## src/rtl/core/ppc_pkg.sv

```systemverilog
`timescale 1ns / 1ps
// ----------------------------------------------------------------------------
// ppc_pkg
// Shared types and constants of the PowerPC relocation patch pipeline.
// ----------------------------------------------------------------------------
package ppc_pkg;

  typedef enum logic [4:0] {
    MODE_NONE         = 5'd0,
    MODE_ADDR32       = 5'd1,
    MODE_ADDR14       = 5'd2,
    MODE_ADDR16_LO    = 5'd3,
    MODE_ADDR16_HI    = 5'd4,
    MODE_ADDR16_HA    = 5'd5,
    MODE_ADDR24       = 5'd6,
    MODE_ADDR30       = 5'd7,
    MODE_PLT16_LO     = 5'd8,
    MODE_PLT16_HI     = 5'd9,
    MODE_PLT16_HA     = 5'd10,
    MODE_PLT32        = 5'd11,
    MODE_REL14        = 5'd12,
    MODE_REL16_LO     = 5'd13,
    MODE_REL16_HI     = 5'd14,
    MODE_REL16_HA     = 5'd15,
    MODE_REL24        = 5'd16,
    MODE_PLTREL24     = 5'd17,
    MODE_REL32        = 5'd18,
    MODE_LOCAL24PC    = 5'd19,
    MODE_GOT16_LO     = 5'd20,
    MODE_GOT16_HI     = 5'd21,
    MODE_GOT16_HA     = 5'd22,
    MODE_TPREL16_LO   = 5'd23,
    MODE_TPREL16_HI   = 5'd24,
    MODE_TPREL16_HA   = 5'd25,
    MODE_DTPREL16_LO  = 5'd26,
    MODE_DTPREL16_HI  = 5'd27,
    MODE_DTPREL16_HA  = 5'd28,
    MODE_GOT_TLSGD16  = 5'd29,
    MODE_GOT_TLSLD16  = 5'd30,
    MODE_GOT_TPREL16  = 5'd31
  } mode_e;

  typedef enum logic [2:0] {
    FORM_NONE = 3'd0,
    FORM_WORD = 3'd1,
    FORM_LO   = 3'd2,
    FORM_HI   = 3'd3,
    FORM_HA   = 3'd4,
    FORM_B14  = 3'd5,
    FORM_B24  = 3'd6,
    FORM_B30  = 3'd7
  } form_e;

  typedef enum logic [3:0] {
    SRC_SA    = 4'd0,
    SRC_PC    = 4'd1,
    SRC_PLT   = 4'd2,
    SRC_GA    = 4'd3,
    SRC_TP    = 4'd4,
    SRC_DTP   = 4'd5,
    SRC_SLOT  = 4'd6,
    SRC_TLSLD = 4'd7,
    SRC_R24   = 4'd8,
    SRC_PLT24 = 4'd9
  } src_e;

  localparam logic [1:0]  WS_NONE = 2'd0;
  localparam logic [1:0]  WS_HALF = 2'd1;
  localparam logic [1:0]  WS_WORD = 2'd2;

  localparam logic [31:0] MASK_B14 = 32'hFFFF_0003;
  localparam logic [31:0] MASK_B24 = 32'hFC00_0003;
  localparam logic [31:0] MASK_B30 = 32'h0000_0003;
  localparam logic [31:0] HA_ROUND = 32'h0000_8000;

  typedef struct packed {
    form_e       form;
    src_e        src;
    logic [31:0] sa;
    logic [31:0] sp;
    logic [31:0] tk;
    logic [31:0] gg;
    logic [31:0] gpa;
    logic [31:0] ga;
    logic [31:0] slg;
    logic [31:0] tlg;
    logic [31:0] p;
    logic [31:0] old;
    logic        plt;
  } s1_t;

  typedef struct packed {
    form_e       form;
    src_e        src;
    logic [31:0] old;
    logic [31:0] sa;
    logic [31:0] pc;
    logic [31:0] pltv;
    logic [31:0] ga;
    logic [31:0] tp;
    logic [31:0] dtp;
    logic [31:0] slg;
    logic [31:0] tlg;
    logic [31:0] sp;
    logic [31:0] tk;
    logic        plt;
  } s2_t;

  typedef struct packed {
    form_e       form;
    logic [31:0] old;
    logic [31:0] value;
  } s3_t;

  function automatic logic in_reach24(input logic [31:0] v);
    in_reach24 = (v[31:25] == 7'h00) || (v[31:25] == 7'h7F);
  endfunction

endpackage

```

## src/rtl/core/ppc32_reloc_patch.sv

```systemverilog
`timescale 1ns / 1ps
// ----------------------------------------------------------------------------
// ppc32_reloc_patch
// Applies one 32-bit PowerPC ELF relocation per transfer.
// ----------------------------------------------------------------------------
// A relocation is transferred in at a rising edge with start high and busy
// low. busy is always low, so a new relocation can be taken in every cycle.
// The pipeline has four register stages: decode and first sums, the
// relative differences, value selection with the branch thunk rule, and
// the output format. The result appears on new_value_o, write_size_o and
// bad_kind_o with done_o high for exactly one cycle, from the output
// register of the format stage. Throughput is one result per cycle.
// The receiver cannot hold results off and the block never needs to,
// since every stage moves forward in every cycle.
// The configuration registers (got_base, gp_base, tp_base, dtp_base,
// tlsld_slot) sit at byte addresses 0, 4, 8, 12 and 16 of the APB port.
// The user must write them only while no relocation is in flight; the
// block itself does not enforce it. Reset clears the registers and all
// stage valid bits, so no result is produced until a new relocation
// arrives. bad_kind_o is always low since every kind code is supported.
// ----------------------------------------------------------------------------
module ppc32_reloc_patch import ppc_pkg::*; (
  input  logic        clk_i,
  input  logic        rst_ni,
  input  logic        start,
  output logic        busy,
  input  logic [4:0]  mode_i,
  input  logic [31:0] sym_addr_i,
  input  logic signed [31:0] addend_i,
  input  logic [31:0] place_i,
  input  logic [29:0] got_index_i,
  input  logic [31:0] old_word_i,
  input  logic [31:0] thunk_addr_i,
  input  logic        has_plt_i,
  input  logic [31:0] slot_addr_i,
  output logic        done_o,
  output logic [31:0] new_value_o,
  output logic [1:0]  write_size_o,
  output logic        bad_kind_o,
  input  logic        psel,
  input  logic        penable,
  input  logic        pwrite,
  input  logic [4:0]  paddr,
  input  logic [31:0] pwdata,
  output logic [31:0] prdata,
  output logic        pready
);

  localparam logic [2:0] REG_GOT_BASE   = 3'd0;
  localparam logic [2:0] REG_GP_BASE    = 3'd1;
  localparam logic [2:0] REG_TP_BASE    = 3'd2;
  localparam logic [2:0] REG_DTP_BASE   = 3'd3;
  localparam logic [2:0] REG_TLSLD_SLOT = 3'd4;

  logic [31:0] got_base_q, gp_base_q, tp_base_q, dtp_base_q, tlsld_slot_q;
  logic        cfg_wr;
  logic [2:0]  cfg_idx;
  logic        in_valid;
  logic        s1_valid, s2_valid, s3_valid;
  s1_t         s1_data;
  s2_t         s2_data;
  s3_t         s3_data;

  assign busy     = 1'b0;
  assign in_valid = start && !busy;
  assign pready   = 1'b1;
  assign cfg_wr   = psel && penable && pwrite && pready;
  assign cfg_idx  = paddr[4:2];

  always_ff @(posedge clk_i or negedge rst_ni) begin
    if (!rst_ni) begin
      got_base_q   <= '0;
      gp_base_q    <= '0;
      tp_base_q    <= '0;
      dtp_base_q   <= '0;
      tlsld_slot_q <= '0;
    end else if (cfg_wr) begin
      case (cfg_idx)
        REG_GOT_BASE:   got_base_q   <= pwdata;
        REG_GP_BASE:    gp_base_q    <= pwdata;
        REG_TP_BASE:    tp_base_q    <= pwdata;
        REG_DTP_BASE:   dtp_base_q   <= pwdata;
        REG_TLSLD_SLOT: tlsld_slot_q <= pwdata;
        default: ;
      endcase
    end
  end

  always_comb begin
    case (cfg_idx)
      REG_GOT_BASE:   prdata = got_base_q;
      REG_GP_BASE:    prdata = gp_base_q;
      REG_TP_BASE:    prdata = tp_base_q;
      REG_DTP_BASE:   prdata = dtp_base_q;
      REG_TLSLD_SLOT: prdata = tlsld_slot_q;
      default:        prdata = '0;
    endcase
  end

  ppc_add_stage u_add (
    .clk_i        (clk_i),
    .rst_ni       (rst_ni),
    .valid_i      (in_valid),
    .mode_i       (mode_i),
    .sym_addr_i   (sym_addr_i),
    .addend_i     (addend_i),
    .place_i      (place_i),
    .got_index_i  (got_index_i),
    .old_word_i   (old_word_i),
    .thunk_addr_i (thunk_addr_i),
    .has_plt_i    (has_plt_i),
    .slot_addr_i  (slot_addr_i),
    .got_base_i   (got_base_q),
    .gp_base_i    (gp_base_q),
    .tlsld_slot_i (tlsld_slot_q),
    .valid_o      (s1_valid),
    .data_o       (s1_data)
  );

  ppc_diff_stage u_diff (
    .clk_i      (clk_i),
    .rst_ni     (rst_ni),
    .valid_i    (s1_valid),
    .data_i     (s1_data),
    .tp_base_i  (tp_base_q),
    .dtp_base_i (dtp_base_q),
    .valid_o    (s2_valid),
    .data_o     (s2_data)
  );

  ppc_sel_stage u_sel (
    .clk_i   (clk_i),
    .rst_ni  (rst_ni),
    .valid_i (s2_valid),
    .data_i  (s2_data),
    .valid_o (s3_valid),
    .data_o  (s3_data)
  );

  ppc_fmt_stage u_fmt (
    .clk_i   (clk_i),
    .rst_ni  (rst_ni),
    .valid_i (s3_valid),
    .data_i  (s3_data),
    .valid_o (done_o),
    .value_o (new_value_o),
    .size_o  (write_size_o)
  );

  assign bad_kind_o = 1'b0;

`ifndef ASSERT_OFF
  a_latency: assert property (@(posedge clk_i) disable iff (!rst_ni)
    ($past(rst_ni, 1) && $past(rst_ni, 2) && $past(rst_ni, 3) && $past(rst_ni, 4))
    |-> (done_o == $past(start, 4)))
    else $error("Result strobe does not follow the input transfer by four cycles.");

  a_size_legal: assert property (@(posedge clk_i) disable iff (!rst_ni)
    done_o |-> (write_size_o == WS_NONE || write_size_o == WS_HALF ||
                write_size_o == WS_WORD))
    else $error("Result carries an illegal write size.");

  a_none_zero: assert property (@(posedge clk_i) disable iff (!rst_ni)
    (done_o && write_size_o == WS_NONE) |-> (new_value_o == 32'h0))
    else $error("A result without a write carries a nonzero value.");

  a_half_upper: assert property (@(posedge clk_i) disable iff (!rst_ni)
    (done_o && write_size_o == WS_HALF) |-> (new_value_o[31:16] == 16'h0))
    else $error("A halfword result has nonzero upper bits.");

  a_cfg_quiet: assert property (@(posedge clk_i) disable iff (!rst_ni)
    (s1_valid || s2_valid || s3_valid) |->
    ($stable(got_base_q) && $stable(gp_base_q) && $stable(tp_base_q) &&
     $stable(dtp_base_q) && $stable(tlsld_slot_q)))
    else $error("Configuration changed while a relocation was in flight.");
`endif

endmodule

```

## src/rtl/core/ppc_add_stage.sv

```systemverilog
`timescale 1ns / 1ps
// ----------------------------------------------------------------------------
// ppc_add_stage
// First stage: decodes the kind and forms the first sums of every operand.
// ----------------------------------------------------------------------------
module ppc_add_stage import ppc_pkg::*; (
  input  logic        clk_i,
  input  logic        rst_ni,
  input  logic        valid_i,
  input  logic [4:0]  mode_i,
  input  logic [31:0] sym_addr_i,
  input  logic [31:0] addend_i,
  input  logic [31:0] place_i,
  input  logic [29:0] got_index_i,
  input  logic [31:0] old_word_i,
  input  logic [31:0] thunk_addr_i,
  input  logic        has_plt_i,
  input  logic [31:0] slot_addr_i,
  input  logic [31:0] got_base_i,
  input  logic [31:0] gp_base_i,
  input  logic [31:0] tlsld_slot_i,
  output logic        valid_o,
  output s1_t         data_o
);

  logic        valid_q;
  s1_t         data_d, data_q;
  logic [31:0] g;

  assign g = {got_index_i, 2'b00};

  always_comb begin
    data_d      = '0;
    data_d.sa   = sym_addr_i + addend_i;
    data_d.sp   = sym_addr_i - place_i;
    data_d.tk   = thunk_addr_i - place_i;
    data_d.gg   = g + got_base_i;
    data_d.gpa  = gp_base_i + addend_i;
    data_d.ga   = g + addend_i;
    data_d.slg  = slot_addr_i - got_base_i;
    data_d.tlg  = tlsld_slot_i - got_base_i;
    data_d.p    = place_i;
    data_d.old  = old_word_i;
    data_d.plt  = has_plt_i;
    data_d.form = FORM_NONE;
    data_d.src  = SRC_SA;
    case (mode_e'(mode_i))
      MODE_NONE:        data_d.form = FORM_NONE;
      MODE_ADDR32:      data_d.form = FORM_WORD;
      MODE_ADDR14:      data_d.form = FORM_B14;
      MODE_ADDR16_LO:   data_d.form = FORM_LO;
      MODE_ADDR16_HI:   data_d.form = FORM_HI;
      MODE_ADDR16_HA:   data_d.form = FORM_HA;
      MODE_ADDR24:      data_d.form = FORM_B24;
      MODE_ADDR30:      data_d.form = FORM_B30;
      MODE_PLT16_LO:    begin data_d.form = FORM_LO;   data_d.src = SRC_PLT;   end
      MODE_PLT16_HI:    begin data_d.form = FORM_HI;   data_d.src = SRC_PLT;   end
      MODE_PLT16_HA:    begin data_d.form = FORM_HA;   data_d.src = SRC_PLT;   end
      MODE_PLT32:       begin data_d.form = FORM_WORD; data_d.src = SRC_PLT;   end
      MODE_REL14:       begin data_d.form = FORM_B14;  data_d.src = SRC_PC;    end
      MODE_REL16_LO:    begin data_d.form = FORM_LO;   data_d.src = SRC_PC;    end
      MODE_REL16_HI:    begin data_d.form = FORM_HI;   data_d.src = SRC_PC;    end
      MODE_REL16_HA:    begin data_d.form = FORM_HA;   data_d.src = SRC_PC;    end
      MODE_REL24:       begin data_d.form = FORM_B24;  data_d.src = SRC_R24;   end
      MODE_PLTREL24:    begin data_d.form = FORM_B24;  data_d.src = SRC_PLT24; end
      MODE_REL32:       begin data_d.form = FORM_WORD; data_d.src = SRC_PC;    end
      MODE_LOCAL24PC:   begin data_d.form = FORM_B24;  data_d.src = SRC_PC;    end
      MODE_GOT16_LO:    begin data_d.form = FORM_LO;   data_d.src = SRC_GA;    end
      MODE_GOT16_HI:    begin data_d.form = FORM_HI;   data_d.src = SRC_GA;    end
      MODE_GOT16_HA:    begin data_d.form = FORM_HA;   data_d.src = SRC_GA;    end
      MODE_TPREL16_LO:  begin data_d.form = FORM_LO;   data_d.src = SRC_TP;    end
      MODE_TPREL16_HI:  begin data_d.form = FORM_HI;   data_d.src = SRC_TP;    end
      MODE_TPREL16_HA:  begin data_d.form = FORM_HA;   data_d.src = SRC_TP;    end
      MODE_DTPREL16_LO: begin data_d.form = FORM_LO;   data_d.src = SRC_DTP;   end
      MODE_DTPREL16_HI: begin data_d.form = FORM_HI;   data_d.src = SRC_DTP;   end
      MODE_DTPREL16_HA: begin data_d.form = FORM_HA;   data_d.src = SRC_DTP;   end
      MODE_GOT_TLSGD16: begin data_d.form = FORM_LO;   data_d.src = SRC_SLOT;  end
      MODE_GOT_TLSLD16: begin data_d.form = FORM_LO;   data_d.src = SRC_TLSLD; end
      MODE_GOT_TPREL16: begin data_d.form = FORM_LO;   data_d.src = SRC_SLOT;  end
      default:          data_d.form = FORM_NONE;
    endcase
  end

  always_ff @(posedge clk_i or negedge rst_ni) begin
    if (!rst_ni) begin
      valid_q <= 1'b0;
    end else begin
      valid_q <= valid_i;
    end
  end

  always_ff @(posedge clk_i) begin
    if (valid_i) begin
      data_q <= data_d;
    end
  end

  assign valid_o = valid_q;
  assign data_o  = data_q;

endmodule

```

## src/rtl/core/ppc_diff_stage.sv

```systemverilog
`timescale 1ns / 1ps
// ----------------------------------------------------------------------------
// ppc_diff_stage
// Second stage: PC-relative, PLT, TP- and DTP-relative differences.
// ----------------------------------------------------------------------------
module ppc_diff_stage import ppc_pkg::*; (
  input  logic        clk_i,
  input  logic        rst_ni,
  input  logic        valid_i,
  input  s1_t         data_i,
  input  logic [31:0] tp_base_i,
  input  logic [31:0] dtp_base_i,
  output logic        valid_o,
  output s2_t         data_o
);

  logic valid_q;
  s2_t  data_d, data_q;

  always_comb begin
    data_d      = '0;
    data_d.form = data_i.form;
    data_d.src  = data_i.src;
    data_d.old  = data_i.old;
    data_d.sa   = data_i.sa;
    data_d.pc   = data_i.sa - data_i.p;
    data_d.pltv = data_i.gg - data_i.gpa;
    data_d.ga   = data_i.ga;
    data_d.tp   = data_i.sa - tp_base_i;
    data_d.dtp  = data_i.sa - dtp_base_i;
    data_d.slg  = data_i.slg;
    data_d.tlg  = data_i.tlg;
    data_d.sp   = data_i.sp;
    data_d.tk   = data_i.tk;
    data_d.plt  = data_i.plt;
  end

  always_ff @(posedge clk_i or negedge rst_ni) begin
    if (!rst_ni) begin
      valid_q <= 1'b0;
    end else begin
      valid_q <= valid_i;
    end
  end

  always_ff @(posedge clk_i) begin
    if (valid_i) begin
      data_q <= data_d;
    end
  end

  assign valid_o = valid_q;
  assign data_o  = data_q;

endmodule

```

## src/rtl/core/ppc_sel_stage.sv

```systemverilog
`timescale 1ns / 1ps
// ----------------------------------------------------------------------------
// ppc_sel_stage
// Third stage: picks the relocation value and applies the branch thunk rule.
// ----------------------------------------------------------------------------
module ppc_sel_stage import ppc_pkg::*; (
  input  logic clk_i,
  input  logic rst_ni,
  input  logic valid_i,
  input  s2_t  data_i,
  output logic valid_o,
  output s3_t  data_o
);

  logic valid_q;
  s3_t  data_d, data_q;

  always_comb begin
    data_d      = '0;
    data_d.form = data_i.form;
    data_d.old  = data_i.old;
    case (data_i.src)
      SRC_SA:    data_d.value = data_i.sa;
      SRC_PC:    data_d.value = data_i.pc;
      SRC_PLT:   data_d.value = data_i.pltv;
      SRC_GA:    data_d.value = data_i.ga;
      SRC_TP:    data_d.value = data_i.tp;
      SRC_DTP:   data_d.value = data_i.dtp;
      SRC_SLOT:  data_d.value = data_i.slg;
      SRC_TLSLD: data_d.value = data_i.tlg;
      SRC_R24:   data_d.value = in_reach24(data_i.pc) ? data_i.pc : data_i.tk;
      SRC_PLT24: begin
        data_d.value = (data_i.plt || !in_reach24(data_i.sp)) ? data_i.tk : data_i.sp;
      end
      default:   data_d.value = data_i.sa;
    endcase
  end

  always_ff @(posedge clk_i or negedge rst_ni) begin
    if (!rst_ni) begin
      valid_q <= 1'b0;
    end else begin
      valid_q <= valid_i;
    end
  end

  always_ff @(posedge clk_i) begin
    if (valid_i) begin
      data_q <= data_d;
    end
  end

  assign valid_o = valid_q;
  assign data_o  = data_q;

endmodule

```

## src/rtl/core/ppc_fmt_stage.sv

```systemverilog
`timescale 1ns / 1ps
// ----------------------------------------------------------------------------
// ppc_fmt_stage
// Last stage: halfword extraction, rounding and branch field merge.
// ----------------------------------------------------------------------------
module ppc_fmt_stage import ppc_pkg::*; (
  input  logic        clk_i,
  input  logic        rst_ni,
  input  logic        valid_i,
  input  s3_t         data_i,
  output logic        valid_o,
  output logic [31:0] value_o,
  output logic [1:0]  size_o
);

  logic        valid_q;
  logic [31:0] value_d, value_q;
  logic [1:0]  size_d, size_q;
  logic [31:0] ha;

  assign ha = data_i.value + HA_ROUND;

  always_comb begin
    value_d = '0;
    size_d  = WS_NONE;
    case (data_i.form)
      FORM_NONE: begin
        value_d = '0;
        size_d  = WS_NONE;
      end
      FORM_WORD: begin
        value_d = data_i.value;
        size_d  = WS_WORD;
      end
      FORM_LO: begin
        value_d = {16'h0000, data_i.value[15:0]};
        size_d  = WS_HALF;
      end
      FORM_HI: begin
        value_d = {16'h0000, data_i.value[31:16]};
        size_d  = WS_HALF;
      end
      FORM_HA: begin
        value_d = {16'h0000, ha[31:16]};
        size_d  = WS_HALF;
      end
      FORM_B14: begin
        value_d = (data_i.old & MASK_B14) | (data_i.value & ~MASK_B14);
        size_d  = WS_WORD;
      end
      FORM_B24: begin
        value_d = (data_i.old & MASK_B24) | (data_i.value & ~MASK_B24);
        size_d  = WS_WORD;
      end
      FORM_B30: begin
        value_d = (data_i.old & MASK_B30) | (data_i.value & ~MASK_B30);
        size_d  = WS_WORD;
      end
      default: begin
        value_d = '0;
        size_d  = WS_NONE;
      end
    endcase
  end

  always_ff @(posedge clk_i or negedge rst_ni) begin
    if (!rst_ni) begin
      valid_q <= 1'b0;
    end else begin
      valid_q <= valid_i;
    end
  end

  always_ff @(posedge clk_i) begin
    if (valid_i) begin
      value_q <= value_d;
      size_q  <= size_d;
    end
  end

  assign valid_o = valid_q;
  assign value_o = value_q;
  assign size_o  = size_q;

endmodule
```

## config.mk

```make
export PLATFORM = sky130hd
export DESIGN_NAME = ppc32_reloc_patch
export DESIGN_NICKNAME = d
export VERILOG_FILES = /design/src/rtl/core/ppc_pkg.sv /design/src/rtl/core/ppc32_reloc_patch.sv /design/src/rtl/core/ppc_add_stage.sv /design/src/rtl/core/ppc_diff_stage.sv /design/src/rtl/core/ppc_sel_stage.sv /design/src/rtl/core/ppc_fmt_stage.sv
export SDC_FILE = /design/constraint.sdc
export NUM_CORES = 2
export LEC_CHECK = 0
export ABC_CLOCK_PERIOD_IN_PS = 24200
export BUFFER_PORTS_ARGS = -buffer_cell sky130_fd_sc_hd__buf_2
export CAP_MARGIN = 10
export CELL_PAD_IN_SITES_DETAIL_PLACEMENT = 1
export CELL_PAD_IN_SITES_GLOBAL_PLACEMENT = 1
export CORE_MARGIN = 8
export CORE_UTILIZATION = 53
export CTS_CLUSTER_DIAMETER = 50
export CTS_CLUSTER_SIZE = 10
export DETAILED_ROUTE_END_ITERATION = 8
export PLACE_DENSITY_LB_ADDON = 0.12
export SLEW_MARGIN = 10
export SYNTH_ARGS = -nofsm -noshare
export SYNTH_HDL_FRONTEND = slang
export SYNTH_SLANG_ARGS = --single-unit
```

## constraint.sdc

```tcl
create_clock -name clk_i -period 24.2 [get_ports clk_i]
set_clock_uncertainty 0.1 [all_clocks]
set_input_delay 3.63 -clock clk_i [delete_from_list [all_inputs] [get_ports clk_i]]
set_output_delay 3.63 -clock clk_i [all_outputs]
set_load 0.02 [all_outputs]
```

==> out/qor.csv <==
stage,metric,value,unit
cts,hold buffer count at cts,0,
worst_setup_path,Crit Path Class,in -> out,
yosys,Synth Register Bits,911,
worst_setup_path,CP endpoint kind,primary output,
pwr,Static Leakage,24.8,nW
pwr,Switching Share,0.347,
yosys,YS warnings,0,
worst_setup_path,cell family with most CP delay,buffers and inverters,
yosys,Synth area leader,edfxtp_1,
yosys,dominant cells by area after synthesis,"edfxtp_1, ha_1, dfrtp_1",
floorplanning,Die Area,110000,um^2
floorplanning,IO Pins,341,
place,I/O Buffers,321,
pwr,Flop pwr share,0.396,
cts,Post-CTS Resized,0,
global_routing,number of global-route vias before repair,43900,
drt,drt drc,0,
hold_path,Worst Hold Class,reg -> reg,
global_routing,GRT Overall Usage,0.331,
place,detailed-placement wirelength estimate,144000,um
timing,RSZ-0062 raised after global routing,no,
worst_setup_path,Buf/Inv on CP,4,
timing,period utilization,0.395,
place,"Cell Area, Placed",56000,um^2
worst_setup_path,Critical Path RT,20.47,ns
drt,drt total wl,189000,um
timing,fin crit period,9.55,ns
yosys,Post-Synthesis Cells,4868,
yosys,most common cell in the netlist,edfxtp_1,
worst_setup_path,cell chain of the critical path,"buf_2, buf_4, nor2b_2, buf_4, a22oi_1, o22ai_1, buf_2",
global_routing,grt ovf,0,
floorplanning,CORE AREA,99600,um^2
global_routing,wire length of the first global-routing pass,277000,um
floorplanning,die extent in y,332,um
layout,fillers,10600,
pwr,Comb pwr share,0.317,
drt,vias per cell,6.46,
cts,postcts setup bufs,0,
drt,routed wire length per instance,28.6,um
yosys,ys async rst share,0.180,
pwr,Max rail drop VDD,59.8,uV
run_status,outcome,"finished, final reports clean",
worst_setup_path,crit-path max cell delay,0.58,ns
pwr,switching power total,2.09,mW
global_routing,largest net degree at the start of global routing,164,
timing,# setup viols final,0,
timing,maximum clock rate,105,MHz
flow_run,total of max-cap violations,0,
floorplanning,die width,332,um
yosys,"EDFF count, synth",747,
worst_setup_path,maximum fanout along the worst path,69,
floorplanning,row cnt,116,
cts,CTS Buffer Depth,3,
yosys,"Cell Area, Synth",52900,um^2
cts,"Clk Latency, worst-skew pair",0.72,ns
floorplanning,Initial Util,0.532,
cts,Inserted Clock Buffers,119,
global_routing,initial antenna violation count,13,
drt,drt initial violations,4016,
yosys,Post-synth top cells,"edfxtp_1, a21oi_1, ha_1, o21ai_0, nand2_1",
layout,cell area after layout,59900,um^2
worst_setup_path,Worst Path Arrival,5.82,ns
cts,CTS root buffer,clkbuf_16,
layout,fin nets,5854,
drt,routed vias,42600,
cts,Max H-tree Level,3,
worst_setup_path,Critical-path top delay cell,buf_4,
cts,Clock Sinks,911,
drt,Detailed Routing Iterations Pass 1,6,
layout,synth-to-layout area growth,13.2,%
drt,post-route ant nets,0,
cts,Worst-path clk slew,0.06,ns
yosys,ys flop type,edfxtp_1,
worst_setup_path,Worst Setup Start Kind,primary input,
yosys,unique cell type count in the Yosys netlist,95,
timing,Slew Limit Headroom,0.136,
yosys,syn avg cell area,10.9,um^2
pwr,clock share of power,0.287,
layout,share of layout cells above drive strength 1,0.130,
yosys,top-area cell type share of the netlist area,0.424,
timing,setup total negative slack,0,ns
pwr,Int Pwr,3.93,mW
place,RePlAce Congestion,0.982,
timing,Hold Fails Final Rpt,0,
cts,TritonCTS clock tree,done,
yosys,sequential fraction of the synthesis area,0.501,
timing,fin. max-slew vios,0,
pwr,PD cells,101,nW/um^2
timing,Tightest Pin Transition,1.26,ns
==> path summary, 6_finish.rpt <==
| check | endpoint | cells past startpoint | slack (ns) | from |
|---|---|---|---|---|
| min in group asynchronous | u_add.valid_o$_DFF_PN0_ | 1 | 2.76 | rst_ni |
| worst min-delay path | u_diff.data_o[10]$_DFFE_PP_ | 0 | 0.31 | u_add.data_o[234]$_DFFE_PP_ |
| worst max register to register | u_add.data_o[96]$_DFFE_PP_ | 13 | 19.78 | got_base_q[1]$_DFFE_PN0P_ |
| max in group asynchronous | got_base_q[0]$_DFFE_PN0P_ | 2 | 19.77 | rst_ni |
| worst max-delay path | prdata[11] | 7 | 14.65 | paddr[2] |
| worst min register to register | u_diff.data_o[10]$_DFFE_PP_ | 0 | 0.31 | u_add.data_o[234]$_DFFE_PP_ |
==> cell usage in the layout (no fill, tap or decap), types with 87 or more instances in the layout <==
cell type	Yosys	layout
ha_1	369	369
xnor2_1	239	239
o21ai_0	355	355
a22oi_1	87	87
a21oi_1	381	380
clkbuf_16	0	126
buf_2	2	319
edfxtp_1	747	747
dfrtp_1	164	162
inv_1	313	313
a21o_1	163	163
xor2_1	100	100
nor2_1	268	264
nand2_1	352	352
==> power groups by stage <==
stage	logic [mW]	clock network (mW)	registers (mW)
final	1.91	1.73	2.38
after global routing	2.06	1.79	2.40
after CTS	1.88	1.74	2.37
after detailed placement	1.85	0	2.40
after global placement	1.79	0	2.38
after floorplan	1.27	0	2.30
==> final cells by class <==
type	instances	area (um^2)	share of cell area
clock inverters	35	388	0.00647
clock buffers	181	3460	0.0577
flip-flops and latches	911	26500	0.443
inverters	314	1180	0.0197
repair buffers	374	2030	0.0339
multi-input cells	3482	24700	0.412
diodes	11	27.5	0.000459
well taps	1298	1620	0.0271
==> per-layer routing <==
metal | vias to the layer above | routed length [um] | track usage
met4 | 4 | 7430 | 0.126
met1 | 21500 | 77700 | 0.441
li1 | 18900 | - | -
met5 | - | 27 | 0
met2 | 1883 | 88900 | 0.548
met3 | 347 | 15000 | 0.0458
==> metrics by stage <==
step / setup WS, ns / power [mW] / util / hold WS, ns / cells
after floorplan: 15.55 / 3.57 / - / 0.300 / 4869
after detailed placement: 14.65 / 4.25 / 0.563 / 0.305 / 6379
after global routing: 14.57 / 6.25 / 0.602 / 0.313 / 6602
after CTS: 14.66 / 6.00 / 0.601 / 0.304 / 6595
after global placement: 14.72 / 4.17 / 0.563 / 0.300 / 6379
final: 14.65 / 6.02 / 0.602 / 0.307 / 6606
==> worst register-to-register path, stage by stage, from the launching register on <==
cell and delay [ns]:
dfrtp_1 0.52, inv_1 0.15, ha_1 0.30, nor2b_1 0.12, o21ai_0 0.23, a21oi_1 0.16
o21ai_0 0.40, nand3b_1 0.24, a2111oi_1 0.70, o31ai_1 0.18, buf_4 0.20, a2111oi_0 0.45
o21bai_1 0.22, xnor2_1 0.17
==> logic make-up (layout without fill, tap and decap cells) <==
family                     after synthesis  count (layout)  synth area share
muxes                                  157             157            0.0326
DFF                                    911             911             0.501
adders and majority gates              381             381            0.0917
xor gates and xnor gates               339             339            0.0561
and+or+nand+nor                       1059            1059            0.0941
other                                    2              14          0.000142
AOI/OAI and AO/OA                     1543            1543             0.190
buffers and inverters                  476             904            0.0340
==> registers in the layout, indices dropped and copies added, names as in the netlist <==
signal	count
gp_base_q	32
u_sel.data_o	53
tlsld_slot_q	32
u_diff.valid_o	1
got_base_q	32
dtp_base_q	32
u_add.data_o	314
u_sel.valid_o	1
u_fmt.valid_o	1
u_diff.data_o	346
u_fmt.value_o	32
u_add.valid_o	1
u_fmt.size_o	2
tp_base_q	32
No activity file was read; power rests on OpenSTA's default activity.
